## src/rtl/bfpwc_pkg.sv

```systemverilog
// package: constants, types and helpers for the block floating point weight compressor
package bfpwc_pkg;

    localparam int MAX_WEIGHTS = 64;
    localparam int QUANT_BITS  = 16;

    localparam int CNT_W  = $clog2(MAX_WEIGHTS + 1);
    localparam int ADDR_W = (MAX_WEIGHTS > 1) ? $clog2(MAX_WEIGHTS) : 1;
    localparam int ACC_W  = 96;
    localparam int WORD_W = 64;

    localparam logic [4:0]  WIDTH_RESET = 5'd9;
    localparam logic [4:0]  WIDTH_MAX   = 5'd16;
    localparam logic signed [15:0] MAX_RESET = 16'sh8000;
    localparam logic signed [15:0] MIN_RESET = 16'sh7FFF;

    typedef enum logic [1:0] {
        ST_LOAD,
        ST_CALC,
        ST_PACK,
        ST_FLUSH
    } state_t;

    function automatic logic signed [15:0] quant_value(input logic [15:0] raw);
        logic signed [QUANT_BITS-1:0] t;
        t = raw[QUANT_BITS-1:0];
        return 16'(t);
    endfunction

endpackage

```

## src/rtl/bfp_weight_compressor.sv

```systemverilog
// top level: block floating point compression of one beamforming weight vector
//
// s_ channel: one weight per item, s_tdata = {quadrature, inphase}, s_tlast marks the
// last weight of the vector. Weights load at one item per cycle into a 64-entry store
// while a running maximum and minimum are kept; weights beyond the store size are dropped.
// After the last item the block stops taking items, finds the exponent, then reads the store
// (single read port, registered read) one weight per cycle unless a full word waits on a
// stalled receiver; it packs the exponent byte and shifted values MSB first into 64-bit words.
// m_ channel: m_tdata carries up to eight stream bytes, first byte in the top byte,
// m_tuser the count of valid leading bytes, m_tlast the last word of the block.
// The input reopens once the last word of the block is in the output register. Every word
// but the last leaves only once 64 bits are gathered, so at narrow widths the first word
// comes later. Results sit in an output register: when the receiver stalls and a full word
// is due, the packing step holds and the store read is not advanced; the next vector may
// begin loading while the last word still waits. cfg_wr_en writes sample_width (reset 9,
// 0 treated as 1, above 16 as 16). Reset (aresetn low, synchronous) empties the store,
// clears the running extremes and drops any pending result.
module bfp_weight_compressor (
    input  logic        aclk,
    input  logic        aresetn,
    input  logic        cfg_wr_en,
    input  logic [4:0]  cfg_wr_data,   // sample_width
    input  logic        s_tvalid,
    output logic        s_tready,
    input  logic [31:0] s_tdata,       // inphase [15:0], quadrature [31:16]
    input  logic        s_tlast,       // final_weight
    output logic        m_tvalid,
    input  logic        m_tready,
    output logic [63:0] m_tdata,       // packed_word
    output logic [3:0]  m_tuser,       // byte_count
    output logic        m_tlast        // end_of_block
);
    import bfpwc_pkg::*;

    logic [31:0] store_mem [0:MAX_WEIGHTS-1];

    state_t state_reg, state_next;
    logic [4:0] width_reg;
    logic [CNT_W-1:0] cnt_reg, cnt_next;
    logic [CNT_W-1:0] rd_idx_reg, rd_idx_next;
    logic signed [15:0] max_reg, max_next, min_reg, min_next;
    logic [4:0] exp_reg, exp_next;
    logic [ACC_W-1:0] acc_reg, acc_next;
    logic [6:0] acc_bits_reg, acc_bits_next;
    logic [31:0] rd_data_reg;
    logic m_tvalid_reg, m_tvalid_next, m_tlast_reg, m_tlast_next;
    logic [63:0] m_tdata_reg, m_tdata_next;
    logic [3:0] m_tuser_reg, m_tuser_next;

    logic in_accept, wr_en, rd_en;
    logic [ADDR_W-1:0] rd_addr;
    logic signed [15:0] iv, qv, mx1, mn1;
    logic [4:0] w_eff;
    logic slot_free;

    // exponent
    logic signed [16:0] neg_val, mx_val;
    logic [3:0] bit_len;
    logic [4:0] e_calc;

    // packing
    logic signed [15:0] i_val, q_val;
    logic [15:0] i_bits, q_bits, w_mask;
    logic [31:0] pair_bits;
    logic [6:0] sum_bits, place_sh, bits_left;
    logic [ACC_W-1:0] acc_app, acc_left;
    logic need_push, last_pair, can_step;

    assign in_accept = s_tvalid && s_tready;
    assign s_tready  = (state_reg == ST_LOAD);
    assign slot_free = !m_tvalid_reg || m_tready;
    assign iv = quant_value(s_tdata[15:0]);
    assign qv = quant_value(s_tdata[31:16]);
    assign wr_en = in_accept && (cnt_reg < CNT_W'(MAX_WEIGHTS));

    always_comb begin
        if (width_reg == 5'd0) begin
            w_eff = 5'd1;
        end else if (width_reg > WIDTH_MAX) begin
            w_eff = WIDTH_MAX;
        end else begin
            w_eff = width_reg;
        end
    end

    always_comb begin
        mx1 = (iv > max_reg) ? iv : max_reg;
        mx1 = (qv > mx1) ? qv : mx1;
        mn1 = (iv < min_reg) ? iv : min_reg;
        mn1 = (qv < mn1) ? qv : mn1;
    end

    always_comb begin
        if (min_reg < 0) begin
            neg_val = 17'($unsigned(~min_reg));
        end else begin
            neg_val = 17'(min_reg) - 17'sd1;
        end
        mx_val = (17'(max_reg) > neg_val) ? 17'(max_reg) : neg_val;
        bit_len = 4'd0;
        for (int b = 0; b < 15; b++) begin
            if (mx_val[b]) begin
                bit_len = 4'(b + 1);
            end
        end
        if (mx_val <= 0) begin
            e_calc = 5'd0;
        end else if ((5'(bit_len) + 5'd1) > w_eff) begin
            e_calc = 5'(bit_len) + 5'd1 - w_eff;
        end else begin
            e_calc = 5'd0;
        end
    end

    always_comb begin
        i_val = rd_data_reg[31:16];
        q_val = rd_data_reg[15:0];
        w_mask = 16'((17'd1 << w_eff) - 17'd1);
        i_bits = 16'(i_val >>> exp_reg) & w_mask;
        q_bits = 16'(q_val >>> exp_reg) & w_mask;
        pair_bits = (32'(i_bits) << w_eff) | 32'(q_bits);
        sum_bits = acc_bits_reg + {1'b0, w_eff, 1'b0};
        place_sh = 7'(ACC_W) - sum_bits;
        acc_app = acc_reg | (ACC_W'(pair_bits) << place_sh);
        acc_left = acc_app << WORD_W;
        bits_left = sum_bits - 7'(WORD_W);
        need_push = (sum_bits >= 7'(WORD_W));
        last_pair = (rd_idx_reg == cnt_reg);
        can_step = !need_push || slot_free;
    end

    // next state
    always_comb begin
        state_next = state_reg;
        unique case (state_reg)
            ST_LOAD: begin
                if (in_accept && s_tlast) begin
                    state_next = ST_CALC;
                end
            end
            ST_CALC: begin
                state_next = ST_PACK;
            end
            ST_PACK: begin
                if (can_step && last_pair) begin
                    state_next = (need_push && bits_left == 7'd0) ? ST_LOAD : ST_FLUSH;
                end
            end
            ST_FLUSH: begin
                if (slot_free) begin
                    state_next = ST_LOAD;
                end
            end
            default: state_next = ST_LOAD;
        endcase
    end

    // datapath and outputs
    always_comb begin
        cnt_next = cnt_reg;
        max_next = max_reg;
        min_next = min_reg;
        rd_idx_next = rd_idx_reg;
        exp_next = exp_reg;
        acc_next = acc_reg;
        acc_bits_next = acc_bits_reg;
        rd_en = 1'b0;
        rd_addr = rd_idx_reg[ADDR_W-1:0];
        m_tvalid_next = m_tvalid_reg && !m_tready;
        m_tdata_next = m_tdata_reg;
        m_tuser_next = m_tuser_reg;
        m_tlast_next = m_tlast_reg;
        unique case (state_reg)
            ST_LOAD: begin
                if (wr_en) begin
                    cnt_next = cnt_reg + CNT_W'(1);
                    max_next = mx1;
                    min_next = mn1;
                end
            end
            ST_CALC: begin
                exp_next = e_calc;
                acc_next = {3'b000, e_calc, {(ACC_W-8){1'b0}}};
                acc_bits_next = 7'd8;
                rd_en = 1'b1;
                rd_addr = '0;
                rd_idx_next = CNT_W'(1);
            end
            ST_PACK: begin
                if (can_step) begin
                    if (need_push) begin
                        m_tvalid_next = 1'b1;
                        m_tdata_next = acc_app[ACC_W-1 -: WORD_W];
                        m_tuser_next = 4'd8;
                        m_tlast_next = last_pair && (bits_left == 7'd0);
                        acc_next = acc_left;
                        acc_bits_next = bits_left;
                    end else begin
                        acc_next = acc_app;
                        acc_bits_next = sum_bits;
                    end
                    if (!last_pair) begin
                        rd_en = 1'b1;
                        rd_idx_next = rd_idx_reg + CNT_W'(1);
                    end else if (need_push && bits_left == 7'd0) begin
                        cnt_next = '0;
                        max_next = MAX_RESET;
                        min_next = MIN_RESET;
                    end
                end
            end
            ST_FLUSH: begin
                if (slot_free) begin
                    m_tvalid_next = 1'b1;
                    m_tdata_next = acc_reg[ACC_W-1 -: WORD_W];
                    m_tuser_next = 4'((acc_bits_reg + 7'd7) >> 3);
                    m_tlast_next = 1'b1;
                    cnt_next = '0;
                    max_next = MAX_RESET;
                    min_next = MIN_RESET;
                end
            end
            default: begin
            end
        endcase
    end

    always_ff @(posedge aclk) begin
        if (wr_en) begin
            store_mem[cnt_reg[ADDR_W-1:0]] <= {iv, qv};
        end
        if (rd_en) begin
            rd_data_reg <= store_mem[rd_addr];
        end
    end

    always_ff @(posedge aclk) begin
        if (!aresetn) begin
            state_reg <= ST_LOAD;
            width_reg <= WIDTH_RESET;
            cnt_reg <= '0;
            rd_idx_reg <= '0;
            max_reg <= MAX_RESET;
            min_reg <= MIN_RESET;
            m_tvalid_reg <= 1'b0;
        end else begin
            state_reg <= state_next;
            if (cfg_wr_en) begin
                width_reg <= cfg_wr_data;
            end
            cnt_reg <= cnt_next;
            rd_idx_reg <= rd_idx_next;
            max_reg <= max_next;
            min_reg <= min_next;
            m_tvalid_reg <= m_tvalid_next;
        end
    end

    always_ff @(posedge aclk) begin
        exp_reg <= exp_next;
        acc_reg <= acc_next;
        acc_bits_reg <= acc_bits_next;
        m_tdata_reg <= m_tdata_next;
        m_tuser_reg <= m_tuser_next;
        m_tlast_reg <= m_tlast_next;
    end

    assign m_tvalid = m_tvalid_reg;
    assign m_tdata  = m_tdata_reg;
    assign m_tuser  = m_tuser_reg;
    assign m_tlast  = m_tlast_reg;

    a_cnt_bound: assert property (@(posedge aclk) disable iff (!aresetn)
        cnt_reg <= CNT_W'(MAX_WEIGHTS))
        else $error("pair count beyond store size");

    a_last_to_calc: assert property (@(posedge aclk) disable iff (!aresetn)
        in_accept && s_tlast |=> state_reg == ST_CALC)
        else $error("last item did not start the exponent step");

    a_pack_index: assert property (@(posedge aclk) disable iff (!aresetn)
        state_reg == ST_PACK |-> rd_idx_reg != '0 && rd_idx_reg <= cnt_reg)
        else $error("store read index out of range");

    a_acc_fill: assert property (@(posedge aclk) disable iff (!aresetn)
        state_reg == ST_PACK || state_reg == ST_FLUSH |-> acc_bits_reg < 7'(WORD_W))
        else $error("bit accumulator overfilled");

    a_full_word: assert property (@(posedge aclk) disable iff (!aresetn)
        m_tvalid_reg && !m_tlast_reg |-> m_tuser_reg == 4'd8)
        else $error("partial word before end of block");

endmodule
```

## config.mk

```make
export PLATFORM = sky130hd
export DESIGN_NAME = bfp_weight_compressor
export DESIGN_NICKNAME = d
export VERILOG_FILES = /design/src/rtl/bfpwc_pkg.sv /design/src/rtl/bfp_weight_compressor.sv
export SDC_FILE = /design/constraint.sdc
export NUM_CORES = 2
export LEC_CHECK = 0
export ABC_AREA = 1
export BUFFER_PORTS_ARGS = -buffer_cell sky130_fd_sc_hd__buf_2
export CELL_PAD_IN_SITES_DETAIL_PLACEMENT = 1
export CELL_PAD_IN_SITES_GLOBAL_PLACEMENT = 2
export CORE_ASPECT_RATIO = 0.5
export CORE_MARGIN = 4
export CORE_UTILIZATION = 25
export CTS_CLUSTER_DIAMETER = 120
export DETAILED_ROUTE_END_ITERATION = 10
export PLACE_DENSITY_LB_ADDON = 0.1
export SLEW_MARGIN = 20
export SYNTH_ARGS = -nofsm -noshare
export SYNTH_HDL_FRONTEND = slang
export SYNTH_SLANG_ARGS = --single-unit
```

## constraint.sdc

```tcl
create_clock -name aclk -period 10.7 [get_ports aclk]
set_clock_uncertainty 0.2 [all_clocks]
set_input_delay 0.535 -clock aclk [delete_from_list [all_inputs] [get_ports aclk]]
set_output_delay 0.535 -clock aclk [all_outputs]
set_load 0.05 [all_outputs]
```

==> flow_metrics.tcl <==
set metrics [dict create \
    status "finished clean" \
    core_mm2 0.400 \
    area_growth_pct 15.2 \
    antenna_found_initial 50 \
    overflow 0 \
    num_io_pins 114 \
    path_clk_slew_ns 0.06 \
    syn-num-nets 8520 \
    via_per_inst 4.98 \
    grt_pass1_wl_um 579000 \
    final_util_pct 28.9 \
    arrival_ns 7.15 \
    synth.distinct_cells 73 \
    clock_latency_ns 0.95 \
    cts_buffers 242 \
    crit_path_frequent_cell "nand2_1" \
    path_class "flip-flop to flip-flop" \
    post-place-cells 13455 \
    track_usage_pct 19.5 \
    hold_viol_final 0 \
    synth_seq_area_share_pct 68.5 \
    drive_gt1_share_pct 10.4 \
    drt_wl_total_um 414000 \
    leakage_nw 37.7 \
    clockRootBuffer "clkbuf_16" \
    synth_area_leaders "edfxtp_1 67%, nor2_1 5.2%, nand2_1 3.3%" \
    start_util_pct 25.1 \
    die_h_um 456 \
    vias 69369 \
    synthArstFlopShare_pct 0 \
    ys_ff_latch 2310 \
    drv_slew 0 \
    endpoint_kind "flip-flop" \
    grt_max_degree 139 \
    slowest_stage "or4_1" \
    path_max_fanout 25 \
    timing.fmax_mhz 148 \
    gp_congestion 0.748 \
    antenna_left 0 \
    hold_path_class "primary input to flip-flop" \
    cts_max_level 4 \
    post-route-period-util_pct 63.0 \
    synth_top_area_share_pct 67.4 \
    dpl.hpwl_um 243000 \
    num_rows 164 \
    synth_warnings 0 \
    die_area_mm2 0.413 \
    hold_slack_ns 0.0679 \
    drcViolationCount 0 \
    setup_viol 0 \
    clock_sinks 2310 \
    p_per_area_mw_per_mm2 254 \
    synth.most_common_cell "edfxtp_1" \
    num-nets-final 8570 \
    drt-wirelength-per-cell_um 29.7 \
    synth_top_cells_by_count "2256 x edfxtp_1, 1383 x nor2_1, 873 x nand2_1" \
    die-width_um 904 \
    cts.path.max_buffers 4 \
    drv_cap 0 \
    setup-tns-final_ns 0 \
    finalCriticalPeriod_ns 6.74 \
    grt_pass1_vias 71126 \
    syn_inst 8376 \
    slowest_delay_ns 0.46 \
    cp-start-kind "flip-flop" \
    syn_area_mm2 0.100 \
    largest_register_ffs 2048 \
    required_ns 11.11 \
    synth_top_cell_by_area "edfxtp_1" \
    rsz0062_at_grt "no" \
    first_pass_iters 6 \
    numPortBuffers 113 \
    max_slew_margin_pct 21.6 \
    drt_iter0_markers 5565 \
    syn_area_per_cell_um2 12.0 \
    synth_edf_count 2256 \
    vdd_drop_max_v 0.000239 \
    synth_ff_type "edfxtp_1" \
    tightestPinTransition_ns 1.17 \
    cts_tree "done" \
    stdcell_count 13939 \
]
-- where the power goes --
group	internal (W)	total [W]	switching, W	leakage (nW)
combinational	0.00239	0.0103	0.00792	13.3
clock	0.00450	0.00825	0.00375	3.58
sequential	0.0106	0.0108	0.000220	20.8
-- area by class of cell --
cell class              instances  area, um^2
diodes                          8        20.0
clock buffers                 303        6390
clock inverters               134         958
fillers                     43317      284000
inverters                     316        1220
multi-input cells            5169       28700
flip-flops and latches       2310       68800
well taps                    5312        6650
repair buffers                387        2970
-- per-stage QoR --
stage                     setup WS, ns  total power, W  instance area (um^2)
after floorplan                  0.629          0.0172                100000
after global placement            3.62          0.0216                108000
after detailed placement          3.93          0.0215                108000
after CTS                         3.88          0.0299                116000
after global routing              3.13          0.0311                116000
final                             3.96          0.0294                116000
-- layer usage --
metal | GRT usage [%] | up-vias | routed length (um)
li1 | - | 31303 | -
met1 | 29.1 | 36461 | 204000
met2 | 31.0 | 1259 | 186000
met3 | 2.02 | 346 | 16800
met4 | 3.14 | 0 | 6650
met5 | 0 | - | 0
-- what timing repair did --
item / CTS / global route
endpoints found under the hold margin: 411 / 0
gates resized for setup: 0 / 0
setup buffers: 0 / 0
hold buffers: 39 / 0
-- layout by cell type (no fill, tap or decap), drive strengths merged, types with 8 or more instances in the layout --
| cell type | instances |
|---|---|
| bufinv | 13 |
| nand3b | 9 |
| a311oi | 34 |
| o311ai | 235 |
| a31oi | 25 |
| o21ai | 700 |
| a22oi | 15 |
| dfxtp | 54 |
| nand3 | 552 |
| clkbuf | 303 |
| edfxtp | 2256 |
| nand4 | 67 |
| o32ai | 235 |
| inv | 316 |
| nor3 | 24 |
| buf | 348 |
| clkinv | 112 |
| or2 | 19 |
| o21bai | 251 |
| xor2 | 22 |
| a211oi | 16 |
| clkinvlp | 9 |
| o22ai | 45 |
| and2 | 11 |
| nand2 | 892 |
| dlygate4sd3 | 39 |
| ha | 99 |
| diode | 8 |
| o211ai | 270 |
| a21oi | 166 |
| o21a | 27 |
| nor2 | 1400 |
-- kinds of logic after synthesis --
kind of cell / Yosys count / share of synthesized area [%]
adders and majority gates: 101 / 1.27
other: 2 / 0.00748
xor gates and xnor gates: 28 / 0.274
DFF: 2310 / 68.5
muxes: 4 / 0.0399
and+or+nand+nor: 2987 / 12.6
buffers and inverters: 897 / 3.53
AOI/OAI and AO/OA: 2047 / 13.8
-- worst paths after layout --
path	start	end	slack, ns	cells after the start
worst max register to register	min_reg[1]	acc_reg[90]	3.96	43
worst max-delay path	min_reg[1]	acc_reg[90]	3.96	43
worst min-delay path	s_tdata[2]	store_mem[39][18]	0.07	2
worst min register to register	max_reg[12]	max_reg[12]	0.31	2
-- critical path: cells and delay by family (launching register included) --
kind | cells | cell delay, ns
compound gates | 5 | 1.30
xor+xnor | 1 | 0.14
fa+ha+maj | 4 | 1.16
buf+inv | 4 | 0.38
flops | 1 | 0.30
simple gates | 29 | 2.98
No activity file was read; power rests on OpenSTA's default activity.
